===== src/hdl/nta_pkg.sv =====
`timescale 1ns / 1ps
`default_nettype none
package nta_pkg;

  // Default table geometry.
  localparam int NUM_SLOTS_DEF  = 1024;
  localparam int SLOT_BYTES_DEF = 32;

  // Width of the text length counter; holds up to 511 characters.
  localparam int LEN_W = 9;

  // Id window that a free request may address.
  localparam logic [15:0] ID_BASE  = 16'h8000;
  localparam logic [15:0] ID_LIMIT = 16'h9000;

  // Tag bit that lets a request store a duplicate name.
  localparam int TAG_DUP_BIT = 7;

  // Result status codes.
  localparam logic [1:0] STATUS_OK     = 2'd0;
  localparam logic [1:0] STATUS_IN_USE = 2'd1;
  localparam logic [1:0] STATUS_FULL   = 2'd2;

  typedef enum logic [1:0] {
    ACT_ALLOC = 2'd0,
    ACT_FREE  = 2'd1,
    ACT_CLEAR = 2'd2,
    ACT_NOP   = 2'd3
  } action_t;

  typedef struct packed {
    action_t     action;
    logic [7:0]  text_char;
    logic        text_last;
    logic [7:0]  base_tag;
    logic [15:0] free_id;
  } req_t;

  typedef struct packed {
    logic [15:0] name_id;
    logic [1:0]  status;
  } res_t;

  // Commands handed from the front part to the back part.
  typedef enum logic [1:0] {
    OP_FINISH = 2'd0,
    OP_FREE   = 2'd1,
    OP_CLEAR  = 2'd2
  } op_t;

  typedef struct packed {
    op_t             op;
    logic [LEN_W-1:0] len;
    logic [7:0]      tag;
    logic [15:0]     id;
  } cmd_t;

  // Status of the back part seen by the top level.
  typedef struct packed {
    logic init_busy;
    logic fin_done;
  } back_stat_t;

  typedef enum logic [3:0] {
    S_INIT,
    S_IDLE,
    S_CLEAR,
    S_MOD,
    S_FREE,
    S_DUP_FRD,
    S_DUP_FCK,
    S_DUP_BRD,
    S_DUP_BCK,
    S_FIND_RD,
    S_FIND_CK,
    S_COPY_RD,
    S_COPY_WR,
    S_TERM
  } back_state_t;

endpackage
`default_nettype wire


===== src/hdl/nta_front.sv =====
`timescale 1ns / 1ps
`default_nettype none
module nta_front #(
  parameter int SLOT_BYTES = 32,
  localparam int BW = $clog2(SLOT_BYTES)
) (
  input  wire logic          clk,
  input  wire logic          rst,
  input  wire logic          accept,
  input  wire nta_pkg::req_t req,
  output logic               push,
  output nta_pkg::cmd_t      cmd,
  input  wire logic [BW-1:0] buf_addr,
  output logic [7:0]         buf_data
);
  import nta_pkg::*;

  logic [LEN_W-1:0] len, len_next;
  logic             ended, ended_next;
  logic             wr_en;
  logic [7:0]       tbuf [SLOT_BYTES];

  // Collect text characters and map requests to commands, if any.
  always_comb begin
    len_next   = len;
    ended_next = ended;
    wr_en      = 1'b0;
    push       = 1'b0;
    cmd.op     = OP_FINISH;
    cmd.len    = len;
    cmd.tag    = req.base_tag;
    cmd.id     = req.free_id;
    if (accept) begin
      unique case (req.action)
        ACT_ALLOC: begin
          if (!ended) begin
            if (req.text_char == 8'd0) begin
              ended_next = 1'b1;
            end else if (len < LEN_W'(SLOT_BYTES)) begin
              wr_en    = 1'b1;
              len_next = len + 1'b1;
            end
          end
          if (req.text_last) begin
            push       = 1'b1;
            cmd.op     = OP_FINISH;
            cmd.len    = len_next;
            len_next   = '0;
            ended_next = 1'b0;
          end
        end
        ACT_FREE: begin
          if (req.free_id >= ID_BASE && req.free_id < ID_LIMIT) begin
            push   = 1'b1;
            cmd.op = OP_FREE;
          end
        end
        ACT_CLEAR: begin
          push   = 1'b1;
          cmd.op = OP_CLEAR;
        end
        ACT_NOP: begin
        end
        default: begin
        end
      endcase
    end
  end

  always_ff @(posedge clk) begin
    if (rst) begin
      len   <= '0;
      ended <= 1'b0;
    end else begin
      len   <= len_next;
      ended <= ended_next;
    end
  end

  // Text buffer with one write port and one registered read port.
  always_ff @(posedge clk) begin
    if (wr_en) begin
      tbuf[len[BW-1:0]] <= req.text_char;
    end
    buf_data <= tbuf[buf_addr];
  end

endmodule
`default_nettype wire


===== config.mk =====
export PLATFORM = sky130hd
export DESIGN_NAME = nta_front
export DESIGN_NICKNAME = d
export VERILOG_FILES = /design/src/hdl/nta_pkg.sv /design/src/hdl/nta_front.sv
export SDC_FILE = /design/constraint.sdc
export NUM_CORES = 1
export LEC_CHECK = 0
export BUFFER_PORTS_ARGS = -buffer_cell sky130_fd_sc_hd__buf_4
export CAP_MARGIN = 10
export CORE_MARGIN = 8
export CORE_UTILIZATION = 50
export CTS_CLUSTER_SIZE = 24
export DETAILED_ROUTE_END_ITERATION = 10
export PLACE_DENSITY = 0.68
export SETUP_SLACK_MARGIN = 0.15
export SYNTH_ARGS = -nofsm -noshare
export SYNTH_HDL_FRONTEND = slang
export SYNTH_SLANG_ARGS = --single-unit
export TNS_END_PERCENT = 1

===== constraint.sdc =====
create_clock -name clk -period 5.4 [get_ports clk]
set_clock_uncertainty 0.15 [all_clocks]
set_input_delay 0.27 -clock clk [delete_from_list [all_inputs] [get_ports clk]]
set_output_delay 0.27 -clock clk [all_outputs]
set_load 0.01 [all_outputs]

==> summary.md <==
| Metric | Value |
|---|---|
| Post-CTS Setup Bufs | `0` |
| Number of H-tree levels | `1` |
| Share of cells above drive strength 1 | `0.323` |
| Peak supply drop | `203 uV` |
| Drt wl/cell | `26.3 um` |
| WP data required | `between 5 and 6 ns` |
| Die width | `164 um` |
| Final nets | `between 500 and 600` |
| Routed vias | `roughly 5200` |
| Setup Viol. Count Final | `0` |
| Min-Delay Path Class | `input pin to flop` |
| Mapped Cells | `523` |
| Max stage delay on crit path | `0.86 ns` |
| Status | `completed` |
| Slowest-stage cell, CP | `nor2_1` |
| Placed cells | `800` |
| CTS Root Cell | `clkbuf_16` |
| Post-route setup TNS | `0 ns` |
| Pre-CTS WS | `2.37 ns` |
| Top FF cell, synth | `edfxtp_1` |
| LEAKAGE | `3.87 nW` |
| FF+latch count, synth | `between 200 and 300` |
| Pwr per Cell Area | `358 nW/um^2` |
| Final std cells w/o fill | `852` |
| Initial core utilization | `0.505` |
| RSZ-0062 raised after global routing | `no` |
| Post_cts resized | `0` |
| # DRC | `0` |
| Synth Warn # | `0` |
| Largest net degree at the start of global routing | `between 60 and 70` |
| Worst setup SP type | `flop` |
| CP endpoint kind | `flop` |
| Total routed wirelength | `~22000 um` |
| Slew Limit Fails | `0` |
| Crit-path cells | `or4_4, a211oi_1, nand2_1, nor2_1` |
| Initial antenna violation count | `0` |
| HPWL Detailed | `around 14000 um` |
| Clock slew at reported path FFs | `0.06 ns` |
| Worst Path Arrival | `2.99 ns` |
| Highest clock rate | `0.333 GHz` |
| Cell row count | `54` |
| Worst hold slack | `0.0188 ns` |
| Port bufs | `46` |
| Final setup margin | `2.40 ns` |
| TritonRoute pass-1 iters | `4` |
| Period minus WS final | `roughly 3 ns` |
| Full die area | `26900 um^2` |
| Total track usage | `0.167` |
| RePlAce Congestion | `approximately 0.81` |
| Antenna violation net count after detailed routing | `0` |
| Cell variety after synth | `43` |
| Slew HR | `0.324` |
| CP Class | `flop to flop` |
| Global-route wire length before repair | `33300 um` |
| Die Ht | `about 160 um` |
| Tightest Pin Transition | `between 1 and 1.5 ns` |
| Final worst-path cycle share | `0.555` |
| WP buf/inv | `0` |
| Hold-fix buffers, CTS | `4` |
| Synthesis-to-layout area growth | `11.8%` |
| CTS Sinks | `274` |
| Crit Path Max Fanout | `8` |
| Async set or reset register ratio after synthesis | `0` |
| 1st-iter DRT viols | `466` |
| EDFF count, synth | `~260` |
| CP top delay family | `simple AND/OR/NAND/NOR gates` |
| Mapped Area | `10900 um^2` |
| Seq/Total Area, Yosys | `0.735` |
| Register Area | `8050 um^2` |
| Diodes inserted | `0` |
| Post-synthesis area per instance | `20.9 um^2` |
| Mean number of vias per cell | `6.06` |
| Final Hold Fails | `0` |
| Area of the multi-input gates | `2550 um^2` |
| Clk_lat worst skew | `0.52 ns` |
| I/O pin count | `87` |
| TritonCTS clock tree | `built` |
| Maximum capacitance violations | `0` |
| Final-layout fill cell count | `1549` |
| R2r setup slk | `2.40 ns` |
| Vias in the first global route | `5283` |
| Power Total | `4.38 mW` |
| Max clock buf depth | `3` |
| CTS Buf Count | `26` |
| Syn_nets | `570` |
| GRT overflow | `0` |
| Core ar. | `~22000 um^2` |
## cells in the final DEF (no fill, tap or decap), types with 4 or more instances in the layout
cell type and count:
ha_1 4, clkinv_2 6, nand3_1 7, mux2_2 9, dlygate4sd3_1 4, dfxtp_1 18, clkbuf_1 5, nor2_1 36
buf_4 48, clkinv_1 4, nand2_1 10, clkbuf_16 27, mux4_2 80, xnor2_1 5, edfxtp_1 256
## flip-flops by register name, indices dropped and copies added (netlist names)
signal    flops
buf_data      8
ended         1
len           9
tbuf        256
## through the flow
| stage | util | instance area (um^2) |
|---|---|---|
| 2_1_floorplan | - | 10900 |
| 3_3_place_gp | 0.522 | 11300 |
| 3_5_place_dp | 0.522 | 11300 |
| 4_1_cts | 0.564 | 12200 |
| 5_1_grt | 0.564 | 12200 |
| 6_report | 0.564 | 12200 |
## worst reg2reg max path, stage by stage, from the launching register on
cell	delay, ns
dfxtp_1	0.32
or4_4	0.57
a211oi_1	0.39
nand2_1	0.32
nor2_1	0.86
## path summary, 6_finish.rpt
check | from | to | cells past startpoint
setup reg to reg | len[8]$_SDFFE_PP0P_ | tbuf[2][3]$_DFFE_PP_ | 4
hold reg to reg | len[7]$_SDFFE_PP0P_ | len[7]$_SDFFE_PP0P_ | 1
hold / removal | req[33] | len[1]$_SDFFE_PP0P_ | 4
setup / recovery | len[8]$_SDFFE_PP0P_ | tbuf[2][3]$_DFFE_PP_ | 4
## logic make-up (layout without fill, tap and decap cells)
family                   after synthesis  in the layout  share of synthesized area
flip-flops                           274            274                      0.735
multiplexers                          91             91                      0.176
AND/OR/NAND/NOR                       82             82                     0.0385
buffers and inverters                 54            103                     0.0314
AO/OA/AOI/OAI                         13             13                     0.0103
XOR/XNOR                               5              5                    0.00400
adder cells (fa/ha/maj)                4              4                    0.00457
## routing by layer
| layer | GRT usage | up-vias | wire, um |
|---|---|---|---|
| li1 | - | 2165 | - |
| met1 | 0.234 | 2725 | 9500 |
| met2 | 0.269 | 237 | 10900 |
| met3 | 0.0331 | 37 | 1640 |
| met4 | 0.0347 | 0 | 364 |
| met5 | 0 | - | 0 |
## cells in the mapped netlist, types with 2 or more instances
cell,count,area (um^2)
buf_6,3,33.8
nand2b_1,2,12.5
or3b_2,3,26.3
and2_1,3,18.8
edfxtp_1,256,7690
buf_2,3,15.0
xnor2_1,5,43.8
ha_1,4,50.1
mux2_2,9,101
nand2_1,10,37.5
or3_1,3,18.8
nor2_1,36,135
mux4_2,80,1800
a21oi_1,2,10.0
and3_1,2,12.5
mux2i_1,2,20.0
a211oi_1,2,15.0
nand3b_1,3,22.5
nor4_1,3,18.8
nor2b_1,2,12.5
buf_4,29,218
dfxtp_1,18,360
a31oi_1,2,12.5
nand3_1,7,35.0
clkbuf_1,10,37.5
buf_1,5,18.8
inv_1,3,11.3
## final cells by class
type	count	area share
inverters	3	0.000921
repair buffers	52	0.0327
clock inverters	13	0.0110
multi-input cells	195	0.209
flip-flops and latches	274	0.658
well taps	280	0.0286
clock buffers	35	0.0601
## where the power goes
part,total [mW],switching [mW],internal (mW)
sequential,2.34,0.00779,2.33
combinational,0.210,0.112,0.0972
clock,1.84,0.742,1.10
Note: power is estimated with default switching activity, not from simulation.
