$ cat src/hdl/nta_pkg.sv
`timescale 1ns / 1ps
`default_nettype none
package nta_pkg;

  // Default table geometry.
  localparam int NUM_SLOTS_DEF  = 1024;
  localparam int SLOT_BYTES_DEF = 32;

  // Width of the text length counter; holds up to 511 characters.
  localparam int LEN_W = 9;

  // Id window that a free request may address.
  localparam logic [15:0] ID_BASE  = 16'h8000;
  localparam logic [15:0] ID_LIMIT = 16'h9000;

  // Tag bit that lets a request store a duplicate name.
  localparam int TAG_DUP_BIT = 7;

  // Result status codes.
  localparam logic [1:0] STATUS_OK     = 2'd0;
  localparam logic [1:0] STATUS_IN_USE = 2'd1;
  localparam logic [1:0] STATUS_FULL   = 2'd2;

  typedef enum logic [1:0] {
    ACT_ALLOC = 2'd0,
    ACT_FREE  = 2'd1,
    ACT_CLEAR = 2'd2,
    ACT_NOP   = 2'd3
  } action_t;

  typedef struct packed {
    action_t     action;
    logic [7:0]  text_char;
    logic        text_last;
    logic [7:0]  base_tag;
    logic [15:0] free_id;
  } req_t;

  typedef struct packed {
    logic [15:0] name_id;
    logic [1:0]  status;
  } res_t;

  // Commands handed from the front part to the back part.
  typedef enum logic [1:0] {
    OP_FINISH = 2'd0,
    OP_FREE   = 2'd1,
    OP_CLEAR  = 2'd2
  } op_t;

  typedef struct packed {
    op_t             op;
    logic [LEN_W-1:0] len;
    logic [7:0]      tag;
    logic [15:0]     id;
  } cmd_t;

  // Status of the back part seen by the top level.
  typedef struct packed {
    logic init_busy;
    logic fin_done;
  } back_stat_t;

  typedef enum logic [3:0] {
    S_INIT,
    S_IDLE,
    S_CLEAR,
    S_MOD,
    S_FREE,
    S_DUP_FRD,
    S_DUP_FCK,
    S_DUP_BRD,
    S_DUP_BCK,
    S_FIND_RD,
    S_FIND_CK,
    S_COPY_RD,
    S_COPY_WR,
    S_TERM
  } back_state_t;

endpackage
`default_nettype wire

$ cat src/hdl/nta_queue.sv
`timescale 1ns / 1ps
`default_nettype none
module nta_queue (
  input  wire logic          clk,
  input  wire logic          rst,
  input  wire logic          push,
  input  wire nta_pkg::cmd_t din,
  input  wire logic          pop,
  output nta_pkg::cmd_t      dout,
  output logic               empty,
  output logic               full
);
  import nta_pkg::*;

  cmd_t       entry [2];
  logic       rp, wp;
  logic [1:0] count;

  assign dout  = entry[rp];
  assign empty = (count == 2'd0);
  assign full  = (count == 2'd2);

  // Two-entry command queue between the front and back parts.
  always_ff @(posedge clk) begin
    if (rst) begin
      rp    <= 1'b0;
      wp    <= 1'b0;
      count <= 2'd0;
    end else begin
      if (push) begin
        wp <= ~wp;
      end
      if (pop) begin
        rp <= ~rp;
      end
      if (push && !pop) begin
        count <= count + 2'd1;
      end else if (pop && !push) begin
        count <= count - 2'd1;
      end
    end
  end

  always_ff @(posedge clk) begin
    if (push) begin
      entry[wp] <= din;
    end
  end

endmodule
`default_nettype wire

$ cat config.mk
export PLATFORM = sky130hd
export DESIGN_NAME = nta_queue
export DESIGN_NICKNAME = d
export VERILOG_FILES = /design/src/hdl/nta_pkg.sv /design/src/hdl/nta_queue.sv
export SDC_FILE = /design/constraint.sdc
export NUM_CORES = 1
export LEC_CHECK = 0
export ABC_AREA = 1
export BUFFER_PORTS_ARGS = -buffer_cell sky130_fd_sc_hd__buf_4
export CORE_ASPECT_RATIO = 1.5
export CORE_UTILIZATION = 45
export DETAILED_ROUTE_END_ITERATION = 10
export GPL_ROUTABILITY_DRIVEN = 0
export PLACE_DENSITY = 0.79
export SYNTH_ARGS = -nofsm -noshare
export SYNTH_HDL_FRONTEND = slang
export SYNTH_SLANG_ARGS = --single-unit
$ cat constraint.sdc
create_clock -name clk -period 2.5 [get_ports clk]
set_clock_uncertainty 0.2 [all_clocks]
set_input_delay 0.25 -clock clk [delete_from_list [all_inputs] [get_ports clk]]
set_output_delay 0.25 -clock clk [all_outputs]
set_load 0.02 [all_outputs]
==> impl_metrics.py, run 1 <==
metrics = {
    "drt": {
        "dr.pass1.iters": 5,
        "post_drt_wl_per_cell_um": 14.40,
        "vias_per_cell": 4.705,
        "final_antenna_net_count": 0,
        "drt_iter0_markers": 55,
        "drc_errors": 0,
        "vias": 1628,
        "wl_um": 4984,
    },
    "final_layout": {
        "syn_to_final_growth_pct": 41.89,
        "num-fill-cells": 422,
        "layout_common_cells": "buf_4, edfxtp_1, dlygate4sd3_1",
        "antenna_cells": 0,
        "fin_nets": 307,
        "final_common_cell": "buf_4",
        "drive_gt1_frac": 0.4816,
    },
    "logic_synthesis": {
        "yosysWarningCount": 0,
        "post_synth_num_cell_types": 16,
        "synth_mux_area_frac": 0.1743,
        "syn_avg_cell_area_um2": 20.47,
        "syn_area_um2": 2907,
        "synth_compound_area_frac": 0.003444,
        "syn-instance-count": 142,
        "synth-seq-area-share": 0.7576,
        "synthSimpleGateAreaFrac": 0.02109,
        "synth_top_family_by_area": "multiplexers",
        "ys_ff_latch": 75,
        "syn_nets": 182,
        "synthAdderAreaFrac": 0.004305,
        "synthXorXnorAreaFrac": 0.003013,
    },
    "power_and_ir_drop": {
        "vdd_drop_max_mv": 0.6077,
        "p_leak_nw": 1.683,
        "power_density_nw_per_um2": 704.3,
        "power_mw": 2.904,
    },
    "timing": {
        "fin_crit_ns": 2.035,
        "fin_setup_tns_ns": 0,
        "fmax_ghz": 0.4914,
        "setup_viol": 0,
        "rsz0062_at_grt": "false",
        "slew_viol_final": 0,
        "max_slew.worst_pin.slew_ns": 0.3941,
        "holdWs_ns": 0.02092,
        "max-slew-margin-rel": 0.7373,
        "fin_crit_sh": 0.8140,
        "hold_viol": 0,
    },
    "global_route": {
        "antenna_found_initial": 0,
        "grt_pass1_wl_um": 7783,
        "grt-ovfl-total": 0,
        "grt_max_degree": 23,
        "grt_pass1_vias": 1693,
        "grt_use_total": 0.1633,
    },
    "critical_path": {
        "r2r_start": "wp",
        "worst-path-max-fanout": 22,
        "cp-start-kind": "register",
        "cp-end-kind": "primary output",
        "cp.required_ns": 2.05,
        "worst-setup-path-type": "reg -> out",
        "arrival_ns": 1.59,
    },
    "clock_network": {
        "cts.clk_slew.worst_paths_ns": 0.07,
        "cts_hold_buffers": 37,
        "cts_buffer_depth": 2,
        "cts_tree": "done",
        "cts_setup_buffers": 0,
        "cts_root_buf": "clkbuf_8",
        "clk_latency_ns": 0.32,
        "cts_buffers": 9,
        "cts-resized-gates": 0,
        "htreeDepth": 3,
        "clkSinkCount": 75,
    },
    "hold_path": {
        "hold_class": "in -> reg",
        "hold_start": "pop",
    },
    "die": {
        "fp-row-count": 35,
        "die_x_um": 67.62,
        "pin_count": 76,
        "fp.dieArea_um2": 6791,
        "start_util": 0.4707,
        "die_height_um": 100.4,
        "core_um2": 6175,
    },
    "placed_design": {
        "port_buffers": 75,
        "dp_hpwl_um": 3181,
    },
    "job": {
        "cap_viol_max_count": 0,
    },
    "outcome": {
        "status": "finished, final reports clean",
    },
}
[sequential cells by signal (all words and copies together), names as in the netlist, named ones only]
name / flops
wp: 1
rp: 1
count: 2
entry: 70
[worst max-delay path: stages (launching register included)]
cell and delay [ns]:
dfxtp_2 0.34, buf_4 0.36, mux2_2 0.39, buf_4 0.16
[power by group]
group,internal [mW],switching [mW]
logic,0.260,0.222
clock network,0.559,0.392
registers,1.45,0.0216
[per-stage QoR]
stage / util / instance area (um2) / setup slack, ns / std cells
after CTS: 0.6679 / 4124 / 0.4307 / 346
after global placement: 0.5741 / 3545 / 0.8324 / 293
after detailed placement: 0.5741 / 3545 / 0.8102 / 293
final: 0.6679 / 4124 / 0.4650 / 346
after floorplan: - / 2907 / 0.07184 / 142
after global routing: 0.6679 / 4124 / 0.3878 / 346
[Yosys cell counts]
cell | n | area share
nor2_1 | 7 | 0.0090
nand4_1 | 1 | 0.0022
buf_12 | 3 | 0.021
edfxtp_1 | 70 | 0.72
xnor2_1 | 1 | 0.0030
nand3_1 | 1 | 0.0017
a21oi_1 | 1 | 0.0017
mux2_2 | 5 | 0.019
nor3_1 | 1 | 0.0017
mux2_4 | 30 | 0.15
ha_1 | 1 | 0.0043
buf_6 | 1 | 0.0039
inv_1 | 9 | 0.012
dfxtp_1 | 5 | 0.034
nand2_1 | 5 | 0.0065
o21ai_0 | 1 | 0.0017
[layout make-up]
class	instances	area, um2	area share
clock buffers	11	131.4	0.03186
multi-input cells	54	606.8	0.1471
inverters	9	33.78	0.008192
clock inverters	5	77.57	0.01881
flip-flops and latches	75	2203	0.5343
well taps	74	92.59	0.02245
repair buffers	118	978.4	0.2373
[routing by layer]
metal,vias up,part of all wire,GRT usage
li1,779,-,-
met1,784,0.37,0.1846
met2,56,0.55,0.2711
met4,0,0.018,0.07529
met5,-,0,0
met3,9,0.055,0.05455
[path summary, 6_finish.rpt]
| check | end | slack [ns] | cells after the start |
|---|---|---|---|
| worst max-delay path | dout[27] | 0.46 | 3 |
| worst min-delay path | register | 0.02 | 3 |
| worst max register to register | entry[0][2] | 1.04 | 2 |
| worst min register to register | count[0] | 0.36 | 2 |
[cell families (layout without fill, tap and decap cells)]
kind of cell | after synthesis | after routing
muxes | 35 | 35
xor gates and xnor gates | 1 | 1
and+or+nand+nor | 15 | 15
AOI/OAI and AO/OA | 2 | 2
adders and majority gates | 1 | 1
buffers and inverters | 13 | 143
DFF | 75 | 75
(Power assumes the default switching activity.)
==> run 2: changes to the inputs <==
- ABC_AREA: 1 -> 0
- PLACE_DENSITY: 0.79 -> 0.77
- clock period: 2.5 -> 1.95 ns (I/O delays scaled with it)
==> impl_metrics.py, run 2 <==
metrics = {
    "outcome": {
        "status": "finished, final reports clean",
    },
    "critical_path": {
        "cp.required_ns": 1.55,
        "cp-end-kind": "primary output",
        "r2r_start": "wp",
        "worst-setup-path-type": "reg -> out",
        "cp-start-kind": "register",
        "worst-path-max-fanout": 35,
        "reg2regPathDepth": 2,
        "arrival_ns": 1.44,
    },
    "die": {
        "fp.dieArea_um2": 6391,
        "start_util": 0.4687,
        "die_x_um": 65.61,
        "die_height_um": 97.42,
        "pin_count": 76,
        "core_um2": 5828,
        "fp-row-count": 34,
    },
    "timing": {
        "max_slew.worst_pin.slew_ns": 0.3341,
        "rsz0062_at_grt": "false",
        "max-slew-margin-rel": 0.7773,
        "fmax_ghz": 0.5456,
        "hold_viol": 0,
        "fin_crit_ns": 1.833,
        "fin_crit_sh": 0.9399,
        "setup_viol": 0,
        "fin_setup_tns_ns": 0,
        "setup_ws_ns": 0.1171,
        "slew_viol_final": 0,
    },
    "global_route": {
        "grt_use_total": 0.1653,
        "grt-busiest-layer": "met2",
        "grt_max_degree": 36,
        "grt_pass1_vias": 1712,
        "antenna_found_initial": 0,
        "grt_util_met2": 0.2879,
        "grt_use_met1": 0.1667,
        "grt-ovfl-total": 0,
        "use_met3": 0.04343,
        "grt_pass1_wl_um": 7541,
    },
    "drt": {
        "vias_per_cell": 4.769,
        "final_antenna_net_count": 0,
        "wl_um": 4762,
        "dr.pass1.iters": 3,
        "vias": 1593,
        "drc_errors": 0,
        "post_drt_wl_per_cell_um": 14.26,
        "drt_iter0_markers": 47,
    },
    "final_layout": {
        "num-fill-cells": 368,
        "final_common_cell": "buf_4",
        "regMostFlops": "entry",
        "fin_nets": 297,
        "drive_gt1_frac": 0.5038,
        "largest_reg_flops": 70,
        "antenna_cells": 0,
        "top_regs": "entry (70), count (2)",
        "final_core_util": 0.6891,
        "syn_to_final_growth_pct": 47.05,
        "layout_common_cells": "buf_4, edfxtp_1, dlygate4sd3_1",
    },
    "clock_network": {
        "cts_tree": "done",
        "htreeDepth": 3,
        "cts.clk_slew.worst_paths_ns": 0.07,
        "cts_buffer_depth": 2,
        "clk_latency_ns": 0.34,
        "cts-resized-gates": 0,
        "cts_root_buf": "clkbuf_8",
        "clkSinkCount": 75,
        "cts_buffers": 9,
        "cts_setup_buffers": 0,
    },
    "logic_synthesis": {
        "synth_area_leaders": "edfxtp_1, mux2_2, dfxtp_1, buf_4, nor2_1",
        "syn_area_um2": 2731,
        "syn_avg_cell_area_um2": 20.85,
        "yosysWarningCount": 0,
        "synth-seq-area-share": 0.8062,
        "synth_top_area_share": 0.7696,
        "yosysMostFrequentCell": "edfxtp_1",
        "synth-edff-count": 70,
        "synthArstFlopShare": 0,
        "ys_top_cells_by_count": "edfxtp_1, mux2_2, dfxtp_1, nor2_1, buf_4",
        "yosys.area.top_type": "edfxtp_1",
        "post_synth_num_cell_types": 16,
        "ys_ff_latch": 75,
        "synth_ff_type": "edfxtp_1",
        "syn-instance-count": 131,
        "syn_nets": 171,
    },
    "placed_design": {
        "place_ws_ns": 0.4744,
        "dp_hpwl_um": 2819,
        "port_buffers": 75,
    },
    "job": {
        "cap_viol_max_count": 0,
    },
    "power_and_ir_drop": {
        "vdd_drop_max_mv": 0.5974,
        "power_density_nw_per_um2": 931.5,
        "p_leak_nw": 1.547,
    },
    "hold_path": {
        "hold_class": "reg -> reg",
        "hold_start": "count[1]",
        "hold_path_depth": 2,
    },
}
-- run 2: cell count changes after synthesis, sizes merged, moves of 2 or more --
cell / previous run / this run
inv: 9 / 1
nor2: 7 / 5
nand2: 5 / 0
xor2: 0 / 2
-- run 2: logic make-up (layout without fill, tap and decap cells) --
family | Yosys count | after routing | share of synthesized area
adder cells (fa/ha/maj) | 1 | 1 | 0.004580
AND/OR/NAND/NOR | 9 | 9 | 0.01695
buffers and inverters | 5 | 136 | 0.01145
flip-flops | 75 | 75 | 0.8062
multiplexers | 35 | 35 | 0.1443
AO/OA/AOI/OAI | 2 | 2 | 0.003661
XOR/XNOR | 4 | 4 | 0.01283
-- run 2: final cells by class --
class	instances	area, um2	area share
timing repair buffer	119	1003	0.2498
clock inverter	5	77.57	0.01931
tap	72	90.09	0.02243
sequential	75	2203	0.5486
inverter	1	3.754	0.0009346
clock buffer	11	131.4	0.03271
multi-input combinational	51	506.7	0.1262
-- run 2: layer usage --
layer	part of all wire	up-vias	routed length, um
li1	-	760	-
met5	0	-	0
met1	0.36	764	1734
met2	0.55	53	2620
met4	0.033	0	159
met3	0.052	16	249
-- run 2: worst max-delay path: stages, from the launching register on --
cell,delay [ns]
dfxtp_2,0.34
buf_12,0.22
mux2_2,0.38
buf_4,0.16
-- run 2: per-stage QoR --
step | hold slack [ns] | power (mW) | cell area, um2 | cells
after detailed placement | 0.1826 | 2.484 | 3417 | 279
after CTS | 0.3107 | 3.772 | 4016 | 334
final | 0.3139 | 3.741 | 4016 | 334
after global routing | 0.3595 | 3.884 | 4016 | 334
after floorplan | 0.06407 | 2.233 | 2734 | 131
after global placement | 0.1795 | 2.474 | 3417 | 279
-- run 2: report_power, final --
group / switching [mW] / total (mW) / internal (mW) / leakage (nW)
combinational: 0.289 / 0.608 / 0.320 / 0.743
sequential: 0.0299 / 1.90 / 1.87 / 0.699
clock: 0.514 / 1.23 / 0.717 / 0.105
total: 0.832 / 3.74 / 2.91 / 1.55
-- run 2: final timing paths --
kind | to | slack [ns]
max | dout[29] | 0.12
min reg2reg | count[1] | 0.31
min | count[1] | 0.31
max reg2reg | entry[1][30] | 0.51
-- run 2: repair_timing --
item                                    4_1_cts  5_1_grt
hold buffers                                 39        0
endpoints found under the hold margin        75        0
endpoints found under the setup margin        0        0
==> run 3: changes to the inputs <==
- CORE_UTILIZATION: 45 -> 51
- HOLD_SLACK_MARGIN: unset -> 0.12
- PLACE_DENSITY: 0.77 -> 0.85
==> impl_metrics.py, run 3 (synthesized netlist as in run 2, its figures left out) <==
metrics = {
    "clock_network": {
        "clkSinkCount": 75,
        "cts_buffers": 9,
        "htreeDepth": 3,
        "cts_root_buf": "clkbuf_8",
        "cts.clk_slew.worst_paths_ns": 0.07,
        "cts_tree": "done",
        "cts_setup_buffers": 0,
        "cts_hold_buffers": 39,
        "clk_latency_ns": 0.32,
        "cts_buffer_depth": 2,
        "cts-resized-gates": 0,
    },
    "critical_path": {
        "slowest_delay_ns": 0.38,
        "worst_path_max_delay_cell": "mux2_2",
        "arrival_ns": 1.46,
        "cp.buffers_inverters": 2,
        "reg2regPathDepth": 3,
        "r2r_start": "rp",
        "worst-path-max-fanout": 35,
        "cp-start-kind": "register",
        "worst-setup-path-type": "reg -> out",
        "path_cells": "buf_12 -> mux2_2 -> buf_4",
        "cp-end-kind": "primary output",
        "path_delay_family": "buffers and inverters",
        "cp.required_ns": 1.55,
        "path_depth": 3,
    },
    "global_route": {
        "grt_pass1_wl_um": 7507,
        "antenna_found_initial": 0,
        "grt-ovfl-total": 0,
        "grt_use_total": 0.1958,
        "grt_max_degree": 36,
        "grt_pass1_vias": 1637,
    },
    "timing": {
        "fin_crit_ns": 1.850,
        "fmax_ghz": 0.5404,
        "rsz0062_at_grt": "false",
        "max-slew-margin-rel": 0.8284,
        "max_slew.worst_pin.slew_ns": 0.2574,
        "fin_setup_tns_ns": 0,
        "fin_crit_sh": 0.9489,
        "setup_viol": 0,
        "slew_viol_final": 0,
        "hold_viol": 0,
    },
    "final_layout": {
        "top_regs": "entry (70), count (2)",
        "largest_reg_flops": 70,
        "regMostFlops": "entry",
        "final_core_util": 0.7771,
        "drive_gt1_frac": 0.4981,
        "syn_to_final_growth_pct": 46.95,
        "antenna_cells": 0,
        "num-fill-cells": 290,
        "final_common_cell": "buf_4",
        "fin_nets": 296,
        "layout_common_cells": "buf_4, edfxtp_1, dlygate4sd3_1",
    },
    "hold_path": {
        "hold_start": "rp",
        "hold_class": "reg -> reg",
        "hold_path_depth": 2,
    },
    "power_and_ir_drop": {
        "vdd_drop_max_mv": 0.7509,
        "p_leak_nw": 1.541,
        "power_density_nw_per_um2": 930.7,
    },
    "drt": {
        "dr.pass1.iters": 4,
        "final_antenna_net_count": 0,
        "post_drt_wl_per_cell_um": 15.34,
        "vias_per_cell": 4.726,
        "drt_iter0_markers": 45,
        "wl_um": 5048,
        "vias": 1555,
        "drc_errors": 0,
    },
    "die": {
        "die_height_um": 91.63,
        "fp-row-count": 32,
        "core_um2": 5165,
        "pin_count": 76,
        "die_x_um": 61.75,
        "start_util": 0.5288,
        "fp.dieArea_um2": 5658,
    },
    "placed_design": {
        "port_buffers": 75,
        "dp_hpwl_um": 2903,
    },
    "outcome": {
        "status": "finished, final reports clean",
    },
    "job": {
        "cap_viol_max_count": 0,
    },
}
[run 3: worst paths after layout]
check	end	slack, ns
max	dout[18]	0.1
min	register	0.32
max reg2reg	rp	0.54
min reg2reg	register	0.32
[run 3: power breakdown]
group / switching, mW / internal (mW)
Combinational: 0.294 / 0.322
Clock: 0.506 / 0.710
Sequential: 0.0325 / 1.87
[run 3: layout make-up]
class	instances	area (um2)	area share
flip-flops and latches	75	2202	0.5486
multi-input cells	51	506.7	0.1262
clock inverters	6	80.08	0.01995
well taps	68	85.08	0.02120
repair buffers	118	1008	0.2512
clock buffers	10	127.6	0.03180
inverters	1	3.754	0.0009352
[run 3: metal layers]
metal  up-vias  GRT usage  share of wire
met3        11    0.05360          0.036
met4         0     0.1167          0.030
met5         -          0              0
met2        49     0.3486           0.59
li1        755          -              -
met1       740     0.1866           0.35
[run 3: tightest hold or removal path, stage by stage (launching register included)]
cell and delay [ns]:
dfxtp_1 0.33, xnor2_1 0.08, nor2_1 0.07
[run 3: through the flow]
step	hold WS (ns)	setup WS [ns]	power, mW	std cells	cell area [um2]
floorplan	0.06407	0.08379	2.233	131	2734
detailed placement	0.1832	0.4508	2.486	274	3416
finish	0.3225	0.09965	3.736	329	4014
global route	0.3724	0.04664	3.864	329	4014
CTS	0.3191	0.07688	3.763	329	4014
global placement	0.1804	0.4453	2.473	274	3416
